### src/design/thpc_pkg.sv
// Shared widths, codes and types of the triac half-cycle power control block.
// No dependencies; every other file of the block but the assertion header imports it.
package thpc_pkg;

    localparam int OPCODE_W = 2;
    localparam int SAMPLE_W = 10;
    localparam int POWER_W  = 7;
    localparam int WINDOW_W = 8;
    localparam int ERR_W    = 10;
    localparam int LEVEL_W  = 12;
    localparam int BAL_W    = 2;
    localparam int COUNT_W  = 16;
    localparam int SQ_W     = 2 * SAMPLE_W;
    localparam int SUM_W    = 36;
    localparam int APB_ADDR_W = 3;
    localparam int APB_DATA_W = 32;

    localparam logic signed [LEVEL_W-1:0] FIRE_THRESHOLD = 12'sd50;
    localparam logic signed [LEVEL_W-1:0] FULL_POWER     = 12'sd100;
    localparam logic signed [LEVEL_W-1:0] ERR_MAX        = 12'sd511;
    localparam logic signed [LEVEL_W-1:0] ERR_MIN        = -12'sd512;
    localparam logic [WINDOW_W-1:0] WINDOW_RESET = 8'd50;

    typedef enum logic [OPCODE_W-1:0] {
        OP_CROSSING  = 2'd0,
        OP_SAMPLE    = 2'd1,
        OP_PULSE_END = 2'd2,
        OP_RESTART   = 2'd3
    } t_opcode;

    typedef enum logic {
        REG_TARGET_POWER = 1'b0,
        REG_WINDOW       = 1'b1
    } t_reg_idx;

    typedef struct packed {
        logic [POWER_W-1:0]  target_power;
        logic [WINDOW_W-1:0] window_half_cycles;
    } t_cfg;

    typedef struct packed {
        logic               triac_on;
        logic               fired;
        logic               window_open;
        logic [COUNT_W-1:0] sample_count;
        logic [SUM_W-1:0]   square_sum;
    } t_result;

endpackage

### src/design/thpc_item_if.sv
// Input channel of the triac power control block: valid/ready plus one event.
// Depends on thpc_pkg for the field widths.
interface thpc_item_if;
    import thpc_pkg::*;

    logic                valid;
    logic                ready;
    logic [OPCODE_W-1:0] opcode;
    logic [SAMPLE_W-1:0] adc_sample;

    modport source (output valid, output opcode, output adc_sample, input ready);
    modport sink   (input valid, input opcode, input adc_sample, output ready);
endinterface

### src/design/thpc_result_if.sv
// Result channel of the triac power control block: valid/ready plus status.
// Depends on thpc_pkg for the field widths.
interface thpc_result_if;
    import thpc_pkg::*;

    logic               valid;
    logic               ready;
    logic               triac_on;
    logic               fired;
    logic               window_open;
    logic [COUNT_W-1:0] sample_count;
    logic [SUM_W-1:0]   square_sum;

    modport source (output valid, output triac_on, output fired, output window_open,
                     output sample_count, output square_sum, input ready);
    modport sink   (input valid, input triac_on, input fired, input window_open,
                     input sample_count, input square_sum, output ready);
endinterface

### src/design/triac_half_cycle_power_control.sv
// Half-cycle triac power control with RMS sample accumulation. Every event
// (zero crossing, ADC sample, pulse end, restart request) gives one result
// transaction carrying the gate drive and the measurement totals after it.
// One event is taken per clock unless the output stalls. The event is registered
// in the input register, then the update logic writes its result into the result
// register, which drives the output. While a result waits on the output, one more event
// is taken into the input register and the input then stalls. The user must write
// configuration over APB only while no transaction is in flight; the block does not check.
module triac_half_cycle_power_control (
    input  logic                            i_clk,
    input  logic                            i_rst_n,
    thpc_item_if.sink                       i_item,
    thpc_result_if.source                   o_result,
    input  logic                            psel,
    input  logic                            penable,
    input  logic                            pwrite,
    input  logic [thpc_pkg::APB_ADDR_W-1:0] paddr,
    input  logic [thpc_pkg::APB_DATA_W-1:0] pwdata,
    output logic [thpc_pkg::APB_DATA_W-1:0] prdata,
    output logic                            pready
);
    import thpc_pkg::*;

    t_cfg    cfg;
    t_result core_result;

    logic                r_in_valid;
    logic [OPCODE_W-1:0] r_in_opcode;
    logic [SAMPLE_W-1:0] r_in_sample;
    logic                r_out_valid;
    t_result             r_out;
    logic                advance;
    logic                step;

    thpc_apb_regs u_regs (
        .i_clk   (i_clk),
        .i_rst_n (i_rst_n),
        .psel    (psel),
        .penable (penable),
        .pwrite  (pwrite),
        .paddr   (paddr),
        .pwdata  (pwdata),
        .prdata  (prdata),
        .pready  (pready),
        .o_cfg   (cfg)
    );

    assign advance      = !r_out_valid || o_result.ready;
    assign step         = r_in_valid && advance;
    assign i_item.ready = !r_in_valid || advance;

    thpc_core u_core (
        .i_clk        (i_clk),
        .i_rst_n      (i_rst_n),
        .i_step       (step),
        .i_opcode     (r_in_opcode),
        .i_adc_sample (r_in_sample),
        .i_cfg        (cfg),
        .o_result     (core_result)
    );

    always_ff @(posedge i_clk) begin
        if (!i_rst_n) begin
            r_in_valid  <= 1'b0;
            r_out_valid <= 1'b0;
        end else begin
            if (i_item.ready) begin
                r_in_valid <= i_item.valid;
            end
            if (advance) begin
                r_out_valid <= r_in_valid;
            end
        end
        if (i_item.valid && i_item.ready) begin
            r_in_opcode <= i_item.opcode;
            r_in_sample <= i_item.adc_sample;
        end
        if (step) begin
            r_out <= core_result;
        end
    end

    assign o_result.valid        = r_out_valid;
    assign o_result.triac_on     = r_out.triac_on;
    assign o_result.fired        = r_out.fired;
    assign o_result.window_open  = r_out.window_open;
    assign o_result.sample_count = r_out.sample_count;
    assign o_result.square_sum   = r_out.square_sum;

endmodule

### src/design/thpc_apb_regs.sv
// APB configuration registers: target power and measurement window length.
// Depends on thpc_pkg.
module thpc_apb_regs (
    input  logic                            i_clk,
    input  logic                            i_rst_n,
    input  logic                            psel,
    input  logic                            penable,
    input  logic                            pwrite,
    input  logic [thpc_pkg::APB_ADDR_W-1:0] paddr,
    input  logic [thpc_pkg::APB_DATA_W-1:0] pwdata,
    output logic [thpc_pkg::APB_DATA_W-1:0] prdata,
    output logic                            pready,
    output thpc_pkg::t_cfg                  o_cfg
);
    import thpc_pkg::*;

    logic [POWER_W-1:0]  r_target_power;
    logic [WINDOW_W-1:0] r_window;
    t_reg_idx            reg_idx;
    logic                wr_en;

    assign reg_idx = t_reg_idx'(paddr[2]);
    assign wr_en   = psel && penable && pwrite;
    assign pready  = 1'b1;

    always_ff @(posedge i_clk) begin
        if (!i_rst_n) begin
            r_target_power <= '0;
            r_window       <= WINDOW_RESET;
        end else if (wr_en) begin
            unique case (reg_idx)
                REG_TARGET_POWER: r_target_power <= pwdata[POWER_W-1:0];
                REG_WINDOW:       r_window       <= pwdata[WINDOW_W-1:0];
            endcase
        end
    end

    always_comb begin
        unique case (reg_idx)
            REG_TARGET_POWER: prdata = {{(APB_DATA_W-POWER_W){1'b0}}, r_target_power};
            REG_WINDOW:       prdata = {{(APB_DATA_W-WINDOW_W){1'b0}}, r_window};
        endcase
    end

    assign o_cfg.target_power       = r_target_power;
    assign o_cfg.window_half_cycles = r_window;

endmodule

### src/design/thpc_core.sv
// Control state of the block and its update logic for one event:
// error diffusion firing, DC balance, gate drive and RMS accumulation.
// Depends on thpc_pkg.
module thpc_core (
    input  logic                          i_clk,
    input  logic                          i_rst_n,
    input  logic                          i_step,
    input  logic [thpc_pkg::OPCODE_W-1:0] i_opcode,
    input  logic [thpc_pkg::SAMPLE_W-1:0] i_adc_sample,
    input  thpc_pkg::t_cfg                i_cfg,
    output thpc_pkg::t_result             o_result
);
    import thpc_pkg::*;

    logic signed [ERR_W-1:0] r_error_acc, n_error_acc;
    logic signed [BAL_W-1:0] r_dc_balance, n_dc_balance;
    logic                    r_pol_neg, n_pol_neg;
    logic [WINDOW_W-1:0]     r_half_cycles, n_half_cycles;
    logic                    r_restart_pending, n_restart_pending;
    logic [COUNT_W-1:0]      r_count, n_count;
    logic [SUM_W-1:0]        r_sum, n_sum;
    logic                    r_gate, n_gate;

    logic signed [LEVEL_W-1:0] level;
    logic signed [LEVEL_W-1:0] err_pre;
    logic signed [BAL_W:0]     bal_sum;
    logic                      fire_raw;
    logic                      blocked;
    logic                      fire;
    logic                      win_open_now;
    logic [SQ_W-1:0]           square;
    logic [SUM_W:0]            sum_ext;
    t_opcode                   opcode;

    assign opcode = t_opcode'(i_opcode);

    assign level    = $signed({{(LEVEL_W-POWER_W){1'b0}}, i_cfg.target_power})
                    + {{(LEVEL_W-ERR_W){r_error_acc[ERR_W-1]}}, r_error_acc};
    assign fire_raw = level >= FIRE_THRESHOLD;
    // A positive firing is held off while the DC balance is 1, a negative one while it is negative.
    assign blocked  = r_pol_neg ? r_dc_balance[BAL_W-1] : (r_dc_balance == 2'sd1);
    assign fire     = fire_raw && !blocked;
    assign err_pre  = fire ? (level - FULL_POWER) : level;
    assign bal_sum  = {r_dc_balance[BAL_W-1], r_dc_balance} + (r_pol_neg ? -3'sd1 : 3'sd1);

    assign win_open_now = r_half_cycles < i_cfg.window_half_cycles;
    assign square       = i_adc_sample * i_adc_sample;
    assign sum_ext      = {1'b0, r_sum} + {{(SUM_W+1-SQ_W){1'b0}}, square};

    always_comb begin
        n_error_acc       = r_error_acc;
        n_dc_balance      = r_dc_balance;
        n_pol_neg         = r_pol_neg;
        n_half_cycles     = r_half_cycles;
        n_restart_pending = r_restart_pending;
        n_count           = r_count;
        n_sum             = r_sum;
        n_gate            = r_gate;

        unique case (opcode)
            OP_CROSSING: begin
                n_gate    = fire;
                n_pol_neg = !r_pol_neg;
                if (err_pre > ERR_MAX) begin
                    n_error_acc = ERR_MAX[ERR_W-1:0];
                end else if (err_pre < ERR_MIN) begin
                    n_error_acc = ERR_MIN[ERR_W-1:0];
                end else begin
                    n_error_acc = err_pre[ERR_W-1:0];
                end
                if (fire) begin
                    if (bal_sum > 3'sd1) begin
                        n_dc_balance = 2'sd1;
                    end else if (bal_sum < -3'sd2) begin
                        n_dc_balance = -2'sd2;
                    end else begin
                        n_dc_balance = bal_sum[BAL_W-1:0];
                    end
                end
                if (win_open_now) begin
                    n_half_cycles = r_half_cycles + 1'b1;
                end
                // A pending restart wins over the advance of the half-cycle counter.
                if (r_restart_pending) begin
                    n_restart_pending = 1'b0;
                    n_half_cycles     = '0;
                    n_count           = '0;
                    n_sum             = '0;
                end
            end
            OP_SAMPLE: begin
                if (win_open_now) begin
                    n_sum = sum_ext[SUM_W] ? {SUM_W{1'b1}} : sum_ext[SUM_W-1:0];
                    if (r_count != {COUNT_W{1'b1}}) begin
                        n_count = r_count + 1'b1;
                    end
                end
            end
            OP_PULSE_END: begin
                n_gate = 1'b0;
            end
            OP_RESTART: begin
                n_restart_pending = 1'b1;
            end
        endcase
    end

    always_ff @(posedge i_clk) begin
        if (!i_rst_n) begin
            r_error_acc       <= '0;
            r_dc_balance      <= '0;
            r_pol_neg         <= 1'b0;
            r_half_cycles     <= '0;
            r_restart_pending <= 1'b0;
            r_count           <= '0;
            r_sum             <= '0;
            r_gate            <= 1'b0;
        end else if (i_step) begin
            r_error_acc       <= n_error_acc;
            r_dc_balance      <= n_dc_balance;
            r_pol_neg         <= n_pol_neg;
            r_half_cycles     <= n_half_cycles;
            r_restart_pending <= n_restart_pending;
            r_count           <= n_count;
            r_sum             <= n_sum;
            r_gate            <= n_gate;
        end
    end

    // The result reports the state as it stands after this event.
    assign o_result.triac_on     = n_gate;
    assign o_result.fired        = (opcode == OP_CROSSING) && fire;
    assign o_result.window_open  = n_half_cycles < i_cfg.window_half_cycles;
    assign o_result.sample_count = n_count;
    assign o_result.square_sum   = n_sum;

endmodule

### src/flat_wrapper.sv
// flat-port wrapper written by rule: the top's interface ports become plain ports
module triac_half_cycle_power_control_flat import thpc_pkg::*;
  (i_clk, i_rst_n, psel, penable, pwrite, paddr, pwdata, prdata, pready, i_item_valid, i_item_opcode, i_item_adc_sample, i_item_ready, o_result_valid, o_result_triac_on, o_result_fired, o_result_window_open, o_result_sample_count, o_result_square_sum, o_result_ready);
  thpc_item_if i_item_i ();
  thpc_result_if o_result_i ();
  input  logic i_clk;
  input  logic i_rst_n;
  input  logic psel;
  input  logic penable;
  input  logic pwrite;
  input  logic [thpc_pkg::APB_ADDR_W-1:0] paddr;
  input  logic [thpc_pkg::APB_DATA_W-1:0] pwdata;
  output logic [thpc_pkg::APB_DATA_W-1:0] prdata;
  output logic pready;
  input wire logic [$bits(i_item_i.valid)-1:0] i_item_valid;
  input wire logic [$bits(i_item_i.opcode)-1:0] i_item_opcode;
  input wire logic [$bits(i_item_i.adc_sample)-1:0] i_item_adc_sample;
  output wire logic [$bits(i_item_i.ready)-1:0] i_item_ready;
  output wire logic [$bits(o_result_i.valid)-1:0] o_result_valid;
  output wire logic [$bits(o_result_i.triac_on)-1:0] o_result_triac_on;
  output wire logic [$bits(o_result_i.fired)-1:0] o_result_fired;
  output wire logic [$bits(o_result_i.window_open)-1:0] o_result_window_open;
  output wire logic [$bits(o_result_i.sample_count)-1:0] o_result_sample_count;
  output wire logic [$bits(o_result_i.square_sum)-1:0] o_result_square_sum;
  input wire logic [$bits(o_result_i.ready)-1:0] o_result_ready;
  assign i_item_i.valid = i_item_valid;
  assign i_item_i.opcode = i_item_opcode;
  assign i_item_i.adc_sample = i_item_adc_sample;
  assign i_item_ready = i_item_i.ready;
  assign o_result_valid = o_result_i.valid;
  assign o_result_triac_on = o_result_i.triac_on;
  assign o_result_fired = o_result_i.fired;
  assign o_result_window_open = o_result_i.window_open;
  assign o_result_sample_count = o_result_i.sample_count;
  assign o_result_square_sum = o_result_i.square_sum;
  assign o_result_i.ready = o_result_ready;
  triac_half_cycle_power_control u_core (.i_clk(i_clk), .i_rst_n(i_rst_n), .i_item(i_item_i), .o_result(o_result_i), .psel(psel), .penable(penable), .pwrite(pwrite), .paddr(paddr), .pwdata(pwdata), .prdata(prdata), .pready(pready));
endmodule
### config.mk
export PLATFORM = sky130hd
export DESIGN_NAME = triac_half_cycle_power_control_flat
export DESIGN_NICKNAME = d
export VERILOG_FILES = /design/src/design/thpc_pkg.sv /design/src/design/thpc_item_if.sv /design/src/design/thpc_result_if.sv /design/src/design/triac_half_cycle_power_control.sv /design/src/design/thpc_apb_regs.sv /design/src/design/thpc_core.sv /design/src/flat_wrapper.sv
export SDC_FILE = /design/constraint.sdc
export NUM_CORES = 1
export LEC_CHECK = 0
export ABC_CLOCK_PERIOD_IN_PS = 11050
export BUFFER_PORTS_ARGS = -buffer_cell sky130_fd_sc_hd__buf_2
export CAP_MARGIN = 20
export CORE_MARGIN = 5
export CORE_UTILIZATION = 35
export DETAILED_ROUTE_END_ITERATION = 8
export HOLD_SLACK_MARGIN = 0.08
export PLACE_DENSITY = 0.52
export SLEW_MARGIN = 20
export SYNTH_ARGS = -nofsm -noshare
export SYNTH_HDL_FRONTEND = slang
export SYNTH_SLANG_ARGS = --single-unit
### constraint.sdc
create_clock -name i_clk -period 11.05 [get_ports i_clk]
set_clock_uncertainty 0.05 [all_clocks]
set_input_delay 1.6575 -clock i_clk [delete_from_list [all_inputs] [get_ports i_clk]]
set_output_delay 1.6575 -clock i_clk [all_outputs]
set_load 0.01 [all_outputs]
-- Word level (Yosys, flattened, before mapping)
Index checks and enable logic that the tools add are counted.
- eq/ne operators: 5
- $add $sub $neg: 6
- reduce and logical (&&, ||, !) cells: 19
- $mul: 1
- order comparisons: 7
- multiplexer cells: 21
- bitwise operators: 1
- operator list (kind ; count):
    2-to-1 mux 36 bit ; 3
    case mux 36 bit (2 select lines) ; 1
    case mux 32 bit (2 select lines) ; 1
    2-to-1 mux 16 bit ; 3
    adder 36 x 20 -> 37 bit ; 1
    case mux 16 bit (2 select lines) ; 1
    2-to-1 mux 8 bit ; 3
    multiplier 10 x 10 -> 20 bit ; 1
    2-to-1 mux 10 bit ; 2
    adder 16 x 1 -> 16 bit, second input constant ; 1
    < comparator 8 bit ; 2
    inequality test 16 bit, second input constant ; 1
    greater-or-equal comparator 12 x 7 -> 1 bit, second input constant ; 1
    greater-than comparator 12 x 10 -> 1 bit, second input constant ; 1
    < comparator 12 x 10 -> 1 bit, second input constant ; 1
    2-to-1 mux 12 bit ; 1
    subtractor 12 x 8 -> 12 bit, second input constant ; 1
    adder 8 x 10 -> 11 bit ; 1
    adder 8 x 1 -> 8 bit, second input constant ; 1
    AND reduction 2 bit ; 4
    == test 2 bit, second input constant ; 3
    logical AND 1 bit ; 6
    zero test 1 bit ; 4
    2-to-1 mux 2 bit ; 2
    12 further kinds ; 14
- flip-flop bits (word level): 159
- word-level logic and storage cells: 79
- output and inout bits: 90

-- Depth between registers and ports, before layout
Gate-level depths: netlist (run 1).
- depth in word-level cells: 8
- depth in mapped cells: 22
- mapped depth without buffers: 21

-- Hierarchy
A second synthesis (run 1) with hierarchy kept.
- cell total of the unflattened synthesis: 1374
- area total of the unflattened synthesis: 12420.7 um^2
- by module, submodules not included (module ; area each (um^2) ; instances ; cells each):
    thpc_core ; 9376.5 ; 1 ; 1199
    triac_half_cycle_power_control ; 2115.8 ; 1 ; 76
    thpc_apb_regs ; 928.4 ; 1 ; 99

-- Worst setup path after synthesis (run 1)
OpenSTA, ideal clock, no wires.
- path type: register -> register
- start point: reg u_core.r_in_sample[1]
- end point: reg u_core.r_out, in the netlist u_core.o_result.square_sum[29] (data pin)
- stages on the path, launching flop included: 20
- arrival time: 5619 ps
- clock period less this slack: 5925 ps
- path slack: 5125 ps
- required time: 10744 ps
- buffers on the path: 1
- cell sequence: edfxtp_1 > clkbuf_1 > nand2_1 > fa_1 > fa_1 > inv_1 > fa_1 > fa_1 > inv_1 > fa_1 > inv_1 > ha_1 > a21o_1 > a21o_1 > a221o_1 > o31ai_4 > a21boi_1 > nand2_2 > o21ai_0 > a22o_1
- RTL lines (item ; line ; source):
    start, declared ; triac_half_cycle_power_control.sv:29 ; logic [SAMPLE_W-1:0] r_in_sample;
    start signal, assigned ; triac_half_cycle_power_control.sv:76 ; r_in_sample <= i_item.adc_sample;
    end signal, assigned ; triac_half_cycle_power_control.sv:79 ; r_out <= core_result;
    end, declared ; triac_half_cycle_power_control.sv:31 ; t_result r_out;

==> key figures, run 1 <==
Setup path
  • R2r startpoint: u_core.r_in_sample[0]
  • Kind of start point of the critical path: flop
  • FF-to-FF setup slack: 4.22 ns
  • Depth of the most critical reg-to-reg path: 19
  • Crit path arrival time: 6.98 ns
  • Type of destination of the critical path: flop
  • Maximum fanout count along the critical path: 11
  • Capture instance of the worst register-to-register path: u_core.o_result.square_sum[29]
  • Worst setup endpoint: u_core.o_result.square_sum[29]
  • Critical setup path kind: flop to flop
  • Req. time, crit path: 11.20 ns
  • CP Launch Point: u_core.r_in_sample[0]

Timing
  • Max-slew violations: 0
  • Sum of negative setup slack: 0 ns
  • Worst setup margin: 4.22 ns
  • Worst-margin pin slew: 0.994 ns
  • Maximum clock rate: 146 MHz
  • Max-slew headroom: 33.6%
  • Setup Viol. Count Final: 0
  • Count of endpoints failing hold in the final timing report: 0
  • Share of the clock period used by the worst path: 61.8%
  • Unrepaired setup endpoints after global routing: no
  • Final min period: 6.83 ns

Placement
  • HPWL after detailed placement: 24900 um
  • Placement-stage worst setup slack: 4.26 ns
  • Buffers added on ports: 92
  • Weighted congestion reported at the end of routability-driven placement: 0.889

Synth
  • Cells after synthesis: 1415
  • Post-synthesis cell type count: 94
  • FFs w/ async S/R, synth: 0%
  • Yosys Warn Count: 0
  • Post-synthesis cell area: 12600 um2
  • Most used DFF post-synth: dfxtp_1
  • Average cell area after synthesis: 8.88 um2
  • Number of storage elements in the synthesis netlist: 159
  • EDFF count, synth: 67
  • Sequential element share of the synthesized area: 30.7%

Cells and area
  • Count of filler cells inserted in the layout: 3622
  • Post-synthesis to final-layout area growth: 10.9%
  • Number of nets in the layout: 1681
  • Most frequent cells in the layout: inv_1, nand2_1, nor2_1, a21oi_1
  • Layout cell share with drive strength beyond 1: 12.3%
  • Combined flip-flop and latch cell area: 3850 um2
  • Leading cell type in the layout, fill and taps excluded: inv_1
  • Antenna Diode Count: 0
  • Area of combinational cells with multiple inputs: 7760 um2

Global route
  • Number of antenna violations at the first check in global routing: 0
  • Largest net degree at the start of global routing: 82
  • GRT Util Overall: 17.7%
  • GRT Residual Overflow: 0
  • First-pass GRT wire length: 55600 um
  • Number of global-route vias before repair: 10100

Die
  • Die height: 199 um
  • Area of the die: 39800 um2
  • Die span in x: 199 um
  • Core Region: 35500 um2
  • Num rows: 69
  • IO Count: 144
  • Starting utilization of the core area: 35.4%

Clock network
  • TritonCTS clock tree: yes
  • Post-CTS sizing: 0
  • Clk Latency, worst-skew pair: 0.45 ns
  • Deepest clock path buffer count: 2
  • CTS buffer count: 17
  • Sink count of the clock tree: 159
  • Library cell used as clock root buffer: clkbuf_16
  • Hold-fix buffers, CTS: 0
  • Clock transition time at the flip-flop clock pins of the worst setup and hold paths: 0.07 ns
  • Number of post-CTS setup repair buffers: 0
  • Number of H-tree levels: 4

Power and ir drop
  • Pwr dens: 177 nW/um2
  • Reg power frac: 28.0%
  • Clock network fraction of total power: 24.7%
  • Peak supply drop: 0.173 mV
  • Overall power: 2.46 mW
  • Psw: 1.02 mW
  • Pleak: 6.05 nW
  • Pint: 1.44 mW
  • Share of total power in combinational logic: 47.3%
  • Switching part of the total: 41.5%

Routing
  • Detailed Route Iter0 Violations: 568
  • Sum of routed wire length over all layers: 34700 um
  • Via total after detailed routing: 10300
  • Drt via density: 5.30
  • DRC viols: 0
  • Post-DRT Antenna Nets: 0
  • Routed wire length per instance: 17.8 um
  • First-pass iteration count of the detailed router: 5

Worst hold path
  • Hold Crit Class: flop to flop

Status
  • Result of the run: finished, final reports clean

Job
  • Number of max-cap violations: 0
## worst min-delay path by stage
stage	start	endpoint	cells past startpoint
4_1_cts	u_core.u_core.r_error_acc[0]	u_core.u_core.r_error_acc[0]	2
3_3_place_gp	u_core.u_core.r_error_acc[0]	u_core.u_core.r_error_acc[0]	2
5_1_grt	u_core.u_regs.r_window[6]	u_core.u_regs.r_window[6]	2
2_1_floorplan	u_core.u_core.r_error_acc[0]	u_core.u_core.r_error_acc[0]	2
3_5_place_dp	u_core.u_core.r_error_acc[0]	u_core.u_core.r_error_acc[0]	2
6_report	u_core.u_regs.r_window[6]	u_core.u_regs.r_window[6]	2
## flip-flops by register name, summed over array words and instances, names as in the netlist
register / count
u_core.o_result.square_sum: 36
u_core.u_core.r_sum: 36
u_core.o_result.sample_count: 16
u_core.u_core.r_count: 16
u_core.r_in_sample: 10
u_core.u_core.r_error_acc: 10
u_core.u_core.r_half_cycles: 8
u_core.u_regs.r_window: 8
u_core.u_regs.r_target_power: 7
u_core.r_in_opcode: 2
u_core.u_core.r_dc_balance: 2
u_core.o_result.fired: 1
u_core.o_result.triac_on: 1
u_core.o_result.valid: 1
u_core.o_result.window_open: 1
u_core.r_in_valid: 1
u_core.u_core.r_gate: 1
u_core.u_core.r_pol_neg: 1
u_core.u_core.r_restart_pending: 1
## layout make-up
| class | instances | area share (%) |
|---|---|---|
| Clock inverter | 13 | 0.997 |
| Multi-Input combinational cell | 1030 | 55.7 |
| Inverter | 160 | 4.32 |
| Sequential cell | 159 | 27.7 |
| Timing Repair Buffer | 103 | 4.04 |
| Tap cell | 461 | 4.14 |
| Clock buffer | 19 | 3.11 |
## critical path: stages, from the launching register on
cell and delay (ns):
edfxtp_1 0.59, and2_1 0.24, inv_1 0.08, fa_1 0.50, fa_1 0.56, inv_1 0.06
fa_1 0.51, fa_1 0.56, inv_1 0.06, fa_1 0.53, inv_1 0.05, ha_1 0.38
a21o_1 0.22, a21o_1 0.17, a221o_1 0.48, o31ai_4 0.47, a21boi_1 0.35, nand2_2 0.31
o21ai_0 0.19, a22o_1 0.20
## cells by family after synthesis
family	Yosys count	share of synthesized area, %
mux	23	1.96
xor+xnor	32	2.23
fa+ha+maj	156	19.7
other cells	2	0.0598
simple gates	407	15.7
compound gates	387	21.4
flops	159	30.7
buf+inv	249	8.35
## power groups by stage
stage | Sequential (mW) | Clock (mW) | Combinational (mW)
after floorplan | 0.701 | 0 | 0.863
final | 0.689 | 0.607 | 1.17
after global placement | 0.702 | 0 | 1.15
after CTS | 0.690 | 0.626 | 1.16
after detailed placement | 0.703 | 0 | 1.15
after global routing | 0.694 | 0.648 | 1.31
## layer usage
layer / track usage, % / vias up / routed length, um
li1: - / 5044 / -
met1: 24.6 / 5002 / 16300
met2: 28.7 / 230 / 16400
met3: 3.05 / 37 / 1420
met4: 4.70 / 0 / 551
met5: 0 / - / 0
## per-stage QoR
stage | util [%] | hold WS, ns | instances | instance area, um2
3_5_place_dp | 37.6 | 0.411 | 1912 | 13300
3_3_place_gp | 37.6 | 0.404 | 1912 | 13300
5_1_grt | 39.3 | 0.449 | 1945 | 13900
4_1_cts | 39.2 | 0.425 | 1944 | 13900
6_report | 39.3 | 0.427 | 1945 | 13900
2_1_floorplan | - | 0.388 | 1438 | 12600
## cell usage after synthesis, drive strengths merged (7+ instances only)
cell type	instances	area [um2]
o31ai	9	86.3
a21oi	95	479
buf	37	253
a22oi	13	97.6
nor2b	7	43.8
and3	12	80.1
mux2	13	146
nand2b	14	87.6
edfxtp	67	2010
inv	158	593
xnor2	19	166
nand4	7	43.8
nor3	20	105
nand3	37	185
xor2	13	114
dfxtp	92	1840
a211oi	10	105
a31oi	20	140
clkbuf	52	195
and2	32	200
mux2i	10	100
o221a	7	78.8
ha	87	1090
o211a	10	100
o21ai	79	395
nand2	130	490
a21o	25	188
o211ai	14	105
a2111oi	8	90.1
or3	16	100
fa	69	1380
a22o	7	61.3
nor2	103	387
o22ai	9	56.3
o21a	14	105
(Power assumes the default switching activity.)
==> run 2: changes to the inputs <==
--- a/config.mk
+++ b/config.mk
@@ -5,14 +5,15 @@
 export SDC_FILE = /design/constraint.sdc
 export NUM_CORES = 1
 export LEC_CHECK = 0
-export ABC_CLOCK_PERIOD_IN_PS = 11050
+export ABC_AREA = 1
+export ABC_CLOCK_PERIOD_IN_PS = 5490
 export BUFFER_PORTS_ARGS = -buffer_cell sky130_fd_sc_hd__buf_2
 export CAP_MARGIN = 20
 export CORE_MARGIN = 5
 export CORE_UTILIZATION = 35
 export DETAILED_ROUTE_END_ITERATION = 8
 export HOLD_SLACK_MARGIN = 0.08
-export PLACE_DENSITY = 0.52
+export PLACE_DENSITY = 0.54
 export SLEW_MARGIN = 20
 export SYNTH_ARGS = -nofsm -noshare
 export SYNTH_HDL_FRONTEND = slang
==> constraint.sdc (replaced) <==
create_clock -name i_clk -period 5.49 [get_ports i_clk]
set_clock_uncertainty 0.05 [all_clocks]
set_input_delay 0.8235 -clock i_clk [delete_from_list [all_inputs] [get_ports i_clk]]
set_output_delay 0.8235 -clock i_clk [all_outputs]
set_load 0.01 [all_outputs]
==> run 2 against run 1 <==
  * Setup slack worse by 4.1 ns
  * Clock power up 110%
  * Combinational power rose to 3.2 times the previous value
  * Highest routed layer unchanged
  * Fmax up 27%
  * Synthesized cell count up 19%
  * Via count up 8.8%
  * Synthesized area up 0.25%
  * Global-route usage down 0.64 points
==> key figures, run 2 <==
Status
  • Result of the run: finished, final reports clean

Setup path
  • Max stage delay on crit path: 0.57 ns (-0.02 ns)
  • Critical setup path kind: flop to flop
  • Depth of the most critical reg-to-reg path: 24 (+5)
  • Most frequent cell on the critical path: fa_1
  • Req. time, crit path: 5.77 ns (-5.43 ns)
  • R2r startpoint: u_core.r_in_sample[5]
  • FF-to-FF setup slack: 0.12 ns (-4.10 ns)
  • Kind of start point of the critical path: flop
  • Capture instance of the worst register-to-register path: u_core.u_core.r_sum[27]
  • Crit path arrival time: 5.64 ns (-1.34 ns)
  • Cell class contributing the biggest share of worst-path delay: adder cells
  • Cell with the largest stage delay on the worst path: fa_1
  • Type of destination of the critical path: flop
  • Buffer and inverter count on the worst path: 8 (+4)
  • Maximum fanout count along the critical path: 7 (-4)
  • List of cells traversed by the critical path: buf_6, nand2_2, fa_1, inv_1, ha_1, a21o_1, fa_1, fa_1, inv_1, fa_1, inv_2, ha_4, buf_6, nand2_1, o21ai_1, a21oi_2, buf_4, o221ai_4, buf_6, a21oi_1, o21ai_0, nand2_1, o21ai_0, inv_1

Clock network
  • CTS buffer count: 17 (unchanged)
  • Clock transition time at the flip-flop clock pins of the worst setup and hold paths: 0.07 ns (about the same)
  • Sink count of the clock tree: 159 (unchanged)
  • TritonCTS clock tree: yes
  • Number of H-tree levels: 4 (unchanged)
  • Clk Latency, worst-skew pair: 0.44 ns (about the same)
  • Deepest clock path buffer count: 2 (unchanged)
  • Library cell used as clock root buffer: clkbuf_16

Synth
  • EDFF count, synth: 67 (unchanged)
  • Yosys Warn Count: 0 (unchanged)
  • Sequential element share of the synthesized area: 30.6% (-0.076 points)
  • Area share of fa/ha/maj cells after synthesis: 19.6% (-0.049 points)
  • Cell taking the most area after synthesis: edfxtp_1
  • Post-synthesis cell type count: 49 (-48%)
  • Cells taking the most area after synthesis: edfxtp_1, dfxtp_1, fa_1
  • Cells after synthesis: 1686 (+19%)
  • Post-synthesis cell area: 12600 um2 (+0.25%)
  • Xor-xnor portion of the synthesized cell area: 2.71% (+0.48 points)
  • Mux cell area share after synthesis: 0% (-2.0 points)
  • Most numerous cell in the Yosys netlist: inv_1
  • Compound-Gate Fraction of Synth Area: 15.1% (-6.3 points)
  • Main combinational cell family by area after synthesis: adder cells
  • FFs w/ async S/R, synth: 0% (unchanged)
  • Most used DFF post-synth: dfxtp_1
  • Average cell area after synthesis: 7.47 um2 (-16%)
  • Number of storage elements in the synthesis netlist: 159 (unchanged)
  • Ranking of synthesized cells by instance count: inv_1, nand2_1, o21ai_0
  • Post-Synth Simple-Gate Area: 18.9% (+3.2 points)
  • Proportion of netlist area held by the largest area contributor: 16.0% (-0.040 points)

Timing
  • Worst-margin pin slew: 1.03 ns (+0.0370 ns)
  • Max-slew headroom: 31.2% (-2.4 points)
  • Unrepaired setup endpoints after global routing: yes
  • Maximum clock rate: 186 MHz (+27%)
  • Share of the clock period used by the worst path: 97.8% (+36 points)
  • Count of endpoints failing hold in the final timing report: 0 (unchanged)
  • Setup Viol. Count Final: 0 (unchanged)
  • Sum of negative setup slack: 0 ns (unchanged)
  • Max-slew violations: 0 (unchanged)
  • Final min period: 5.37 ns (-1.46 ns)

Cells and area
  • Combined flip-flop and latch cell area: 3850 um2 (unchanged)
  • Post-route cell area: 15500 um2 (+11%)
  • Area of combinational cells with multiple inputs: 7730 um2 (-0.40%)
  • Post-synthesis to final-layout area growth: 23.0%
  • Count of filler cells inserted in the layout: 3626 (+0.11%)
  • Leading cell type in the layout, fill and taps excluded: inv_1
  • Layout cell share with drive strength beyond 1: 20.8% (+8.6 points)
  • Final Non-Filler Cells: 2337 (+20%)
  • Most frequent cells in the layout: inv_1, nand2_1, a21oi_1, o21ai_0, nor2_1
  • Number of nets in the layout: 2073 (+23%)
  • Antenna Diode Count: 0 (unchanged)
  • Share of the core filled with cells in the final layout: 43.5% (+4.3 points)

Power and ir drop
  • Switching part of the total: 40.7% (-0.75 points)
  • Reg power frac: 21.7% (-6.3 points)
  • Overall power: 6.43 mW (+160%)
  • Pint: 3.81 mW (+160%)
  • Share of total power in combinational logic: 58.7% (+11 points)
  • Clock network fraction of total power: 19.6% (-5.1 points)
  • Pleak: 7.67 nW (+27%)
  • Pwr dens: 415 nW/um2 (+130%)
  • Peak supply drop: 0.285 mV (+64%)
  • Psw: 2.62 mW (+160%)

Routing
  • Drt via density: 4.80 (-9.5%)
  • Detailed Route Iter0 Violations: 559 (-1.6%)
  • First-pass iteration count of the detailed router: 7 (+2)
  • Sum of routed wire length over all layers: 33900 um (-2.3%)
  • DRC viols: 0 (unchanged)
  • Post-DRT Antenna Nets: 0 (unchanged)
  • Routed wire length per instance: 14.5 um (-19%)
  • Via total after detailed routing: 11200 (+8.8%)

Global route
  • First-pass GRT wire length: 54800 um (-1.5%)
  • Number of global-route vias before repair: 10900 (+7.6%)
  • Number of antenna violations at the first check in global routing: 0 (unchanged)
  • GRT Util Overall: 17.1% (-0.64 points)
  • Largest net degree at the start of global routing: 106 (+29%)
  • GRT Residual Overflow: 0 (unchanged)

Placement
  • Cell area after placement: 14000 um2 (+5.2%)
  • Buffers added on ports: 92 (unchanged)
  • Weighted congestion reported at the end of routability-driven placement: 0.867 (-2.5%)
  • HPWL after detailed placement: 25000 um (+0.39%)
  • Placed insts: 2274 (+19%)

Worst hold path
  • Hold Crit Class: flop to flop
  • Hold path startpoint: u_core.u_core.r_error_acc[0]
  • Cells on Worst Hold Path: 2 (unchanged)
  • Endpoint of the worst hold-timing path: u_core.u_core.r_error_acc[0]

Die
  • Area of the die: 39900 um2 (+0.24%)
  • Die height: 200 um (+0.12%)
  • Core Region: 35600 um2 (+0.24%)
  • Starting utilization of the core area: 35.4% (about the same)
  • Die span in x: 200 um (+0.12%)
  • IO Count: 144 (unchanged)
  • Num rows: 69 (unchanged)

Job
  • Number of max-cap violations: 0 (unchanged)
## run 2: cell types whose count changed after synthesis, sizes merged, moves of 13 or more
cell and delta:
nand2 +198, inv +172, o21ai +99, a21oi +63, and2 -32, nand3 +32, a21o -24, a31oi -19
xor2 +16, or3 -15, nand2b -14, nand4 +14, a22oi -13, mux2 -13
## run 2: repair_timing
action,CTS,global route
setup buffers,11,20
gates cloned,1,0
resized for setup,82,130
setup endpoints to repair,72,72
pin swaps,21,85
hold buffers,0,0
## run 2: logic make-up after synthesis
logic type | Yosys count
buffers and inverters | 409
other | 2
AOI/OAI and AO/OA | 362
xor gates and xnor gates | 39
DFF | 159
adders and majority gates | 156
and+or+nand+nor | 559
## run 2: worst max path at each step
| stage | to | cells past startpoint | from | slack, ns |
|---|---|---|---|---|
| 6_report | u_core.u_core.r_sum[27] | 24 | u_core.r_in_sample[5] | 0.12 |
| 4_1_cts | u_core.u_core.r_sum[18] | 25 | u_core.r_in_sample[8] | -0.008 |
| 3_3_place_gp | u_core.o_result.square_sum[35] | 20 | u_core.r_in_sample[8] | -0.23 |
| 2_1_floorplan | u_core.u_core.r_sum[35] | 24 | u_core.r_in_sample[7] | 0.06 |
| 3_5_place_dp | u_core.u_core.r_sum[29] | 27 | u_core.r_in_sample[3] | -0.29 |
| 5_1_grt | u_core.u_core.r_sum[31] | 25 | u_core.r_in_sample[5] | -0.16 |
## run 2: area by class of cell
type                       instances  area share [%]
tap                              461            3.72
clock buffer                      20            2.88
timing repair buffer             212            9.53
sequential                       159            24.9
inverter                         332            8.07
clock inverter                    12            1.02
multi-input combinational       1141            49.9
## run 2: power groups by stage
stage	registers (mW)	clock network, mW	logic, mW
floorplan	1.42	0	1.70
global route	1.40	1.35	4.20
CTS	1.39	1.30	3.26
finish	1.39	1.26	3.78
global placement	1.42	0	2.83
detailed placement	1.42	0	2.84
## run 2: stage by stage
step                      worst slack [ns]  hold WS (ns)
after CTS                         -0.00815         0.439
final                                0.122         0.434
after global routing                -0.157         0.477
after floorplan                     0.0626         0.411
after global placement              -0.233         0.420
after detailed placement            -0.292         0.428
## run 2: routing by layer
metal / up-vias / GRT usage [%] / part of all wire [%]
met3: 25 / 3.20 / 3.8
met2: 183 / 29.9 / 50
met4: 0 / 4.15 / 1.5
met5: - / 0 / 0
met1: 5299 / 21.8 / 45
li1: 5713 / - / -
## run 2: worst reg2reg max path, delay by kind of cell, from the launching register on
kind	cells	cell delay [ns]
AND/OR/NAND/NOR	3	0.24
adder cells (fa/ha/maj)	6	2.65
buffers and inverters	8	0.79
flip-flops	1	0.43
AO/OA/AOI/OAI	7	1.11
==> run 3: changes to the inputs <==
--- a/config.mk
+++ b/config.mk
@@ -10,10 +10,10 @@
 export BUFFER_PORTS_ARGS = -buffer_cell sky130_fd_sc_hd__buf_2
 export CAP_MARGIN = 20
 export CORE_MARGIN = 5
-export CORE_UTILIZATION = 35
+export CORE_UTILIZATION = 23
 export DETAILED_ROUTE_END_ITERATION = 8
 export HOLD_SLACK_MARGIN = 0.08
-export PLACE_DENSITY = 0.54
+export PLACE_DENSITY = 0.4
 export SLEW_MARGIN = 20
 export SYNTH_ARGS = -nofsm -noshare
 export SYNTH_HDL_FRONTEND = slang
==> run 3 against run 2 <==
  * Fmax decreased by 0.78%
  * Routed wire length grew 14%
  * Final cell count up 11%
  * Sequential cell count stayed put
  * Setup slack lost 0.042 ns
  * Die area grew 49%
  * Critical endpoint is now u_core.o_result.square_sum[18]
  * Largest cell class unchanged
==> key figures, run 3 (synthesis results as in run 2) <==
Status
  • Result of the run: finished, final reports clean

Clock network
  • Library cell used as clock root buffer: clkbuf_16
  • Hold-fix buffers, CTS: 0 (unchanged)
  • Clk Latency, worst-skew pair: 0.48 ns (+0.04 ns)
  • CTS buffer count: 17 (unchanged)
  • Clock transition time at the flip-flop clock pins of the worst setup and hold paths: 0.08 ns (about the same)
  • Sink count of the clock tree: 159 (unchanged)
  • TritonCTS clock tree: yes
  • Deepest clock path buffer count: 2 (unchanged)
  • Number of H-tree levels: 4 (unchanged)

Cells and area
  • Leading cell type in the layout, fill and taps excluded: inv_1
  • Layout cell share with drive strength beyond 1: 22.3% (+1.4 points)
  • Antenna Diode Count: 0 (unchanged)
  • Post-route cell area: 16000 um2 (+3.5%)
  • Share of the core filled with cells in the final layout: 29.7% (-14 points)
  • Area of combinational cells with multiple inputs: 7860 um2 (+1.7%)
  • Post-synthesis to final-layout area growth: 27.3%
  • Final Non-Filler Cells: 2583 (+11%)
  • Most frequent cells in the layout: inv_1, nand2_1, a21oi_1, buf_4, o21ai_0
  • Number of nets in the layout: 2084 (+0.53%)
  • Combined flip-flop and latch cell area: 3850 um2 (unchanged)
  • Count of filler cells inserted in the layout: 5872 (+62%)

Routing
  • Detailed Route Iter0 Violations: 521 (-6.8%)
  • Routed wire length per instance: 14.9 um (+2.9%)
  • Sum of routed wire length over all layers: 38500 um (+14%)
  • Drt via density: 4.32 (-10%)
  • First-pass iteration count of the detailed router: 5 (-2)
  • DRC viols: 0 (unchanged)
  • Via total after detailed routing: 11200 (-0.55%)
  • Post-DRT Antenna Nets: 0 (unchanged)

Placement
  • Cell area after placement: 14400 um2 (+2.5%)
  • HPWL after detailed placement: 28500 um (+14%)
  • Placed insts: 2514 (+11%)
  • Buffers added on ports: 92 (unchanged)
  • Placement-stage worst setup slack: -0.311 ns (-0.0197 ns)
  • Weighted congestion reported at the end of routability-driven placement: 0.824 (-5.0%)

Power and ir drop
  • Psw: 2.80 mW (+6.9%)
  • Peak supply drop: 0.334 mV (+17%)
  • Pleak: 7.77 nW (+1.3%)
  • Switching part of the total: 41.7% (+0.94 points)
  • Share of total power in combinational logic: 60.2% (+1.5 points)
  • Overall power: 6.72 mW (+4.5%)
  • Pwr dens: 419 nW/um2 (+0.96%)
  • Pint: 3.92 mW (+2.9%)
  • Reg power frac: 20.7% (-1.0 points)
  • Clock network fraction of total power: 19.0% (-0.6 points)

Die
  • Area of the die: 59500 um2 (+49%)
  • Core Region: 54000 um2 (+52%)
  • Die height: 244 um (+22%)
  • IO Count: 144 (unchanged)
  • Starting utilization of the core area: 23.3% (-12 points)
  • Die span in x: 244 um (+22%)
  • Num rows: 85 (+23%)

Timing
  • Final min period: 5.41 ns (+0.0422 ns)
  • Max-slew violations: 0 (unchanged)
  • Maximum clock rate: 185 MHz (-0.78%)
  • Sum of negative setup slack: 0 ns (unchanged)
  • Worst-margin pin slew: 1.11 ns (+0.0768 ns)
  • Setup Viol. Count Final: 0 (unchanged)
  • Count of endpoints failing hold in the final timing report: 0 (unchanged)
  • Unrepaired setup endpoints after global routing: yes
  • Worst setup margin: 0.0797 ns (-0.0422 ns)
  • Worst hold margin: 0.438 ns (+0.00421 ns)
  • Max-slew headroom: 26.1% (-5.1 points)
  • Share of the clock period used by the worst path: 98.5% (+0.77 points)

Global route
  • First-pass GRT wire length: 61200 um (+12%)
  • Largest net degree at the start of global routing: 82 (-23%)
  • Number of antenna violations at the first check in global routing: 1 (+1)
  • Number of global-route vias before repair: 11200 (+3.1%)
  • GRT Residual Overflow: 0 (unchanged)
  • GRT Util Overall: 13.0% (-4.1 points)

Setup path
  • Type of destination of the critical path: flop
  • Maximum fanout count along the critical path: 6 (-1)
  • Req. time, crit path: 5.68 ns (-0.09 ns)
  • Kind of start point of the critical path: flop
  • Crit path arrival time: 5.60 ns (-0.04 ns)
  • Critical setup path kind: flop to flop

Worst hold path
  • Hold Crit Class: flop to flop

Job
  • Number of max-cap violations: 0 (unchanged)
## run 3: cell count changes in the layout (fill, tap and decap cells not counted), sizes merged
cell      previous run  this run
clkbuf              20        22
bufinv               3         1
clkinvlp             1         0
buf                212       223
clkinv               8         7
inv                332       334
## run 3: power groups by stage
| stage | clock (mW) | sequential, mW | combinational [mW] |
|---|---|---|---|
| finish | 1.28 | 1.39 | 4.05 |
| global route | 1.38 | 1.40 | 4.47 |
| global placement | 0 | 1.42 | 2.94 |
| floorplan | 0 | 1.42 | 1.70 |
| CTS | 1.34 | 1.40 | 3.57 |
| detailed placement | 0 | 1.42 | 2.93 |
## run 3: layout make-up
type	count	share of cell area, %
clock buffers	22	3.23
clock inverters	10	0.585
inverters	332	7.79
multi-input cells	1141	49.0
flip-flops and latches	159	24.0
well taps	696	5.43
repair buffers	223	9.91
## run 3: routing by layer
layer	global-route usage, %	part of all wire (%)	vias to the layer above
li1	-	-	5730
met1	16.4	46	5249
met2	22.6	49	149
met3	2.61	3.4	30
met4	3.48	1.3	0
met5	0	0	-
## run 3: worst max-delay path, cell delays in order, from the launching register on
cell and delay [ns]:
edfxtp_1 0.42, buf_6 0.14, buf_6 0.11, nand2_4 0.05
fa_1 0.57, inv_1 0.05, ha_1 0.26, a21o_1 0.20
fa_1 0.49, fa_1 0.54, inv_2 0.04, fa_1 0.50
inv_2 0.05, ha_4 0.25, a21oi_4 0.21, o21ai_4 0.07
a21oi_2 0.17, o211ai_2 0.13, nand2_2 0.15, nand2_8 0.12
buf_12 0.22, o21ai_4 0.13, o21ai_4 0.09, buf_12 0.14
## run 3: worst paths after layout
check,depth (start not counted),start,slack [ns],end
max reg2reg,23,u_core.r_in_sample[7],0.08,u_core.o_result.square_sum[18]
max,23,u_core.r_in_sample[7],0.08,u_core.o_result.square_sum[18]
min reg2reg,2,u_core.u_core.r_error_acc[0],0.44,u_core.u_core.r_error_acc[0]
min,2,u_core.u_core.r_error_acc[0],0.44,u_core.u_core.r_error_acc[0]
## run 3: what timing repair did
action                     CTS  global route
pin swaps                   37            81
resized for setup          106           146
setup endpoints to repair   72            72
gates cloned                 3             0
setup buffers               19            16
